`src/rtl/gne_pkg.sv`:
```
// Shared constants and types for the grid neighbor enumerator.
package gne_pkg;

	localparam int MAX_ROWS = 64;
	localparam int MAX_COLS = 64;
	localparam int ROW_W    = $clog2(MAX_ROWS);
	localparam int COL_W    = $clog2(MAX_COLS);
	localparam int SIZE_W   = 7;
	localparam int VTX_W    = 12;
	localparam int PROD_W   = 2 * SIZE_W;

	localparam int S_TDATA_W = 24;
	localparam int M_TDATA_W = 16;
	localparam int M_TUSER_W = 2;
	localparam int CFG_IDX_W = 1;

	localparam logic [CFG_IDX_W-1:0] REG_GRID_ROWS = 1'b0;
	localparam logic [CFG_IDX_W-1:0] REG_GRID_COLS = 1'b1;

	localparam logic OP_BLOCK = 1'b0;
	localparam logic OP_QUERY = 1'b1;

	typedef struct packed {
		logic             done;
		logic [VTX_W-1:0] quot;
		logic [COL_W-1:0] rem;
	} div_res_t;

	function automatic logic [SIZE_W-1:0] eff_size(input logic [SIZE_W-1:0] v,
		input logic [SIZE_W-1:0] maxv);
		logic [SIZE_W-1:0] r;
		if (v == '0)
			r = SIZE_W'(1);
		else if (v > maxv)
			r = maxv;
		else
			r = v;
		return r;
	endfunction

endpackage

```
`src/rtl/gne_div.sv`:
```
// Radix-2 restoring divider splitting a vertex number into row and column.
module gne_div (
	input  logic                      clk,
	input  logic                      arst_n,
	input  logic                      start,
	input  logic [gne_pkg::VTX_W-1:0] dividend,
	input  logic [gne_pkg::SIZE_W-1:0] divisor,
	output gne_pkg::div_res_t         res
);
	import gne_pkg::*;

	localparam int TRIAL_W = COL_W + 1;
	localparam int CNT_W   = $clog2(VTX_W + 1);

	logic               busy_q;
	logic [CNT_W-1:0]   cnt_q;
	logic [VTX_W-1:0]   quo_q;
	logic [COL_W-1:0]   rem_q;
	logic [TRIAL_W-1:0] dvs_q;
	logic [TRIAL_W-1:0] trial;
	logic               fit;

	assign trial = {rem_q, quo_q[VTX_W-1]};
	assign fit   = (trial >= dvs_q);

	always_ff @(posedge clk or negedge arst_n) begin
		if (!arst_n) begin
			busy_q <= 1'b0;
			cnt_q  <= '0;
		end else if (start) begin
			busy_q <= 1'b1;
			cnt_q  <= CNT_W'(VTX_W);
		end else if (busy_q) begin
			if (cnt_q == '0)
				busy_q <= 1'b0;
			else
				cnt_q <= cnt_q - CNT_W'(1);
		end
	end

	always_ff @(posedge clk) begin
		if (start) begin
			quo_q <= dividend;
			rem_q <= '0;
			dvs_q <= TRIAL_W'(divisor);
		end else if (busy_q && cnt_q != '0) begin
			quo_q <= {quo_q[VTX_W-2:0], fit};
			rem_q <= fit ? COL_W'(trial - dvs_q) : COL_W'(trial);
		end
	end

	assign res.done = busy_q && (cnt_q == '0);
	assign res.quot = quo_q;
	assign res.rem  = rem_q;

endmodule

```
`config.mk`:
```
export PLATFORM = sky130hd
export DESIGN_NAME = gne_div
export DESIGN_NICKNAME = d
export VERILOG_FILES = /design/src/rtl/gne_pkg.sv /design/src/rtl/gne_div.sv
export SDC_FILE = /design/constraint.sdc
export NUM_CORES = 1
export LEC_CHECK = 0
export ABC_AREA = 1
export BUFFER_PORTS_ARGS = -buffer_cell sky130_fd_sc_hd__clkbuf_2
export CAP_MARGIN = 10
export CORE_MARGIN = 2
export CORE_UTILIZATION = 50
export DETAILED_ROUTE_END_ITERATION = 10
export HOLD_SLACK_MARGIN = 0.08
export PLACE_DENSITY_LB_ADDON = 0.3
export SYNTH_ARGS = -nofsm -noshare
export SYNTH_HDL_FRONTEND = slang
export SYNTH_SLANG_ARGS = --single-unit
```
`constraint.sdc`:
```
create_clock -name clk -period 2.1 [get_ports clk]
set_input_delay 0.42 -clock clk [delete_from_list [all_inputs] [get_ports clk]]
set_output_delay 0.42 -clock clk [all_outputs]
set_load 0.02 [all_outputs]
```
### Word-level counts from Yosys, hierarchy flattened

Cells that the tools add are included.

| operators by class | value |
|---|---|
| divide/modulo/power cells | 0 |
| bitwise logic cells | 0 |
| reduce and logical (&&, ||, !) cells | 7 |
| magnitude comparators | 1 |
| multiply operators | 0 |
| shifts and indexed selects | 0 |
| equal/unequal tests | 1 |
| add/sub/neg operators | 2 |
| mux-type cells | 9 |

Operators by type and width:

| kind | number |
|---|---|
| 2-to-1 mux 12 bit | 2 |
| 2-to-1 mux 4 bit | 3 |
| greater-or-equal comparator 7 bit | 1 |
| 2-to-1 mux 6 bit | 1 |
| subtractor 6 bit | 1 |
| logical NOT 4 bit | 1 |
| nonzero test 2 bit | 2 |
| nonzero test 4 bit | 1 |
| subtractor 4 x 1 -> 4 bit (second input constant) | 1 |
| 2-to-1 mux 1 bit | 3 |
| logical AND 1 bit | 2 |
| != test 2 bit (second input constant) | 1 |
| AND reduction 2 bit | 1 |

| word-level totals | value |
|---|---|
| input port bits | 22 |
| register bits | 30 |
| memories kept | 0 |
| ROM bits | 0 |
| bits in writable memories | 0 |
| bits in latches | 0 |
| word-level logic and storage cells | 25 |

### Longest topological paths before layout

| depth | value |
|---|---|
| depth in word-level cells | 4 |
| mapped depth | 11 |
| gate-level depth less buffers | 11 |

### Least setup slack after synthesis

Ideal clock, no wire load.

| timing path | value |
|---|---|
| path type | flip-flop to flip-flop |
| from | reg quo_q[11] |
| to | reg rem_q[4] |
| setup slack | 0.394 ns |
| cell stages (with the launch flop) | 12 |
| clock period less this slack | 1.706 ns |
| arrival time | 1.590 ns |
| cell sequence | edfxtp_1 -> inv_1 -> ha_1 -> fa_1 -> inv_1 -> nand3_1 -> nand3_1 -> nand2_1 -> nand2_1 -> nand2_2 -> nand2_1 -> o21ai_2 |

| on the way | value |
|---|---|
| longest elaborated chain between the ends | 2 |
| elaborated cells on any way between the ends | 3 |
| classes of those cells | add/sub: 1; order compare: 1; mux: 1 |

RTL lines:

| item | line | RTL |
|---|---|---|
| start: declaration | gne_div.sv:17 | `logic [VTX_W-1:0] quo_q;` |
| start signal: assignment | gne_div.sv:43 | `quo_q <= dividend;` |
| start signal: assignment | gne_div.sv:47 | `quo_q <= {quo_q[VTX_W-2:0], fit};` |
| subtractor 6 bit or greater-or-equal comparator 7 bit (tied branches) | gne_div.sv:48, gne_div.sv:24 |  |
| 2-to-1 mux 6 bit * | gne_div.sv:48 | `rem_q <= fit ? COL_W'(trial - dvs_q) : COL_W'(trial);` |
| end signal: assignment | gne_div.sv:48 |  |
| end: declaration | gne_div.sv:18 | `logic [COL_W-1:0] rem_q;` |

Mark *: on every way between the ends. The rest lies on a longest branch, timed or not.
A chain may end at the register's enable or synchronous reset.

==> summary.txt <==
Placed design
  – GPL Wtd Cong: about 0.90
  – Pre-CTS WS: 0.3960 ns
  – PortBufs: 40
  – Placement Cell Area: between 1500 and 2000 µm²
  – Post-DP HPWL: 2540 µm

Yosys
  – Async S/R FF share, synth: between 15 and 20%
  – Mapped cell area: ~1600 µm²
  – Syn Nets: roughly 220
  – YS warnings: 0
  – Synth cell count leaders: nand2_1, inv_1, edfxtp_1
  – Post-synth top area cell: edfxtp_1
  – Syn Inst Count: ~190
  – Sequential element share of the synthesized area: 50.04%
  – Area contributors post-synth: edfxtp_1, nand2_1, dfrtp_1, dfxtp_1, ha_1
  – Top cell type's share of synthesized area: around a third
  – Ys flop type: edfxtp_1
  – Cell variety after synth: 24
  – #FFs+latches synth: 30
  – EDFF count, synth: 19
  – Top-count cell post-synth: nand2_1
  – Syn Area/Cell: about 8.6 µm²

Clocking
  – TritonCTS clock tree: yes
  – Root buffer cell: clkbuf_4
  – Reg clk slew, reported paths: about 0.090 ns
  – Buffers inserted during post-CTS setup optimization: 0
  – Worst skew pair latency: 0.32 ns
  – CTS Buf Count: 5
  – CTS H-Tree Depth: 2
  – CTS Buffer Depth: 2
  – CTS sink count: 30

Worst setup path
  – Reg2Reg Depth: 11
  – Max Fanout on Critical Path: 4
  – Worst r2r dst: rem_q[4]$_SDFFE_PP0P_
  – Reg2reg start: quo_q[11]$_DFFE_PP_
  – Critical Path RT: 1.68 ns
  – CP Capture Type: output port
  – Crit path arrival time: approximately 1.4 ns
  – Reg2reg setup slack: ~0.40 ns
  – Setup crit start kind: register
  – WS Path Type: register to output port

Detailed routing
  – DR vias: around 1400
  – # DRC: 0
  – Drt initial violations: 69
  – Vias/cell: roughly 4.9
  – Detailed Route WL: between 3000 and 4000 µm
  – Wire per inst: between 10 and 15 µm
  – Antenna-violating nets left: 0
  – 1st-pass router iterations: 5

Power
  – PwrDens: roughly 1100 nW/µm²
  – Worst VDD drop: about 0.65 mV
  – Static Leak: about 0.0010 µW
  – Overall power: around 2200 µW

Floorplan
  – Cell Rows: 20
  – Starting Density: approximately 53%
  – Die width: just over 60 µm
  – Die area: roughly 3700 µm²
  – Die Ht: slightly above 60 µm
  – Core Region: roughly 3100 µm²
  – I/O Pins: 41

Final layout
  – Area growth syn-to-layout: 19.80%
  – Ant diodes: 0
  – Layout cells sized above 1: 26.47%
  – Design area: between 1500 and 2000 µm²
  – Fin nets: 269

Worst hold path
  – Hold Path End: dvs_q[1]$_DFFE_PP_
  – Hold Path Depth: 1
  – Worst hold path class: input port to register
  – Hold Startpoint: divisor[1]

Timing
  – Final hold slack: ~0.27 ns
  – Max-slew headroom: just over 80%
  – Worst setup margin: about 0.28 ns
  – Fmax: around 550 MHz
  – Period Utilization, post-route: 86.79%
  – Pins over their slew limit: 0
  – Least-Margin Pin Slew: between 0.2 and 0.3 ns
  – Final worst path period need: approximately 1.8 ns
  – Final setup vio count: 0
  – TNS Setup: 0 ns
  – Clock skew: 0.005377 ns
  – RSZ-0062 raised after global routing: false
  – Endpoints failing hold: 0

GRT
  – First-pass GRT wire length: approximately 5500 µm
  – Total gr overflow: 0
  – Vias in the first global route: about 1300
  – Largest net degree at the start of global routing: 22
  – Gr usage total: about a fifth
  – Initial antenna violation count: 0

Run
  – Max cap viols: 0

Status
  – Outcome: finished clean
[state kept, by name, summed over array words and instances (netlist names)]
name    flops
busy_q      1
cnt_q       4
dvs_q       7
quo_q      12
rem_q       6
[metal layers]
metal / track usage, % / routed length, µm / vias to the layer above
met3: 7.773 / 211 / 8
met2: 30.55 / 1515 / 52
met5: 0 / 0 / -
met4: 12.11 / 76 / 0
met1: 26.50 / 1445 / 611
li1: - / - / 705
[per-stage QoR]
| step | utilization, % | cells |
|---|---|---|
| finish | 63.46 | 282 |
| global route | 63.46 | 282 |
| CTS | 63.46 | 282 |
| detailed placement | 61.50 | 273 |
| global placement | 61.50 | 273 |
| floorplan | - | 189 |
[worst max path at each step]
stage / from / to / slack (ns) / cells past startpoint
2_1_floorplan: quo_q[11]$_DFFE_PP_ / rem_q[4]$_SDFFE_PP0P_ / 0.39 / 11
3_3_place_gp: quo_q[11]$_DFFE_PP_ / rem_q[4]$_SDFFE_PP0P_ / 0.46 / 11
3_5_place_dp: quo_q[11]$_DFFE_PP_ / rem_q[4]$_SDFFE_PP0P_ / 0.40 / 11
4_1_cts: cnt_q[0]$_DFFE_PN0P_ / res[18] / 0.27 / 5
5_1_grt: cnt_q[0]$_DFFE_PN0P_ / res[18] / 0.19 / 5
6_report: cnt_q[0]$_DFFE_PN0P_ / res[18] / 0.28 / 5
[worst max-delay path, stage by stage, from the launching register on]
cell and delay, ns:
dfrtp_1 0.38, inv_1 0.12, ha_1 0.20, nand3_1 0.12, nor2_1 0.10, clkbuf_2 0.17
[kinds of logic after synthesis]
group | count (synthesis) | share of synthesized area (%)
and+or+nand+nor | 108 | 30.24
xor gates and xnor gates | 2 | 1.075
buffers and inverters | 32 | 7.368
DFF | 30 | 50.04
AOI/OAI and AO/OA | 7 | 3.147
adders and majority gates | 10 | 8.135
[cell usage in the layout (no fill, tap or decap)]
cell,count
a21oi_4,1
inv_2,5
nand3_4,2
o22ai_1,1
clkinv_1,1
fa_1,1
edfxtp_1,19
ha_1,9
clkbuf_2,40
dlygate4sd3_1,1
nor2_2,1
xor2_1,2
clkbuf_4,5
nand4_1,7
nand2_2,2
nand2_1,73
o21ai_0,2
clkinv_2,1
nor2_1,7
a21oi_1,2
nand3_1,13
buf_4,2
or2_4,1
dfrtp_1,5
clkbuf_1,1
o21ai_2,1
nor2_4,1
inv_1,25
nand3_2,1
dfxtp_1,6
[final cells by class]
class | instances | area (µm²)
Inverter | 30 | 112.6
Sequential cell | 30 | 815.8
Timing Repair Buffer | 43 | 225.2
Multi-Input combinational cell | 127 | 694.4
Fill cell | 278 | 1125
Clock buffer | 6 | 41.29
Clock inverter | 2 | 8.758
Tap cell | 44 | 55.05
[timing repair]
| action | CTS | global route |
|---|---|---|
| hold buffers | 1 | 0 |
| resized for setup | 0 | 0 |
| hold endpoints to repair | 5 | 0 |
[report_power, final]
group	switching [µW]	total, µW	leakage, µW	internal [µW]
combinational	624	982	0.000715	358
clock	189	314	0.0000297	125
sequential	94.4	869	0.000304	775
No activity file was read; power rests on OpenSTA's default activity.
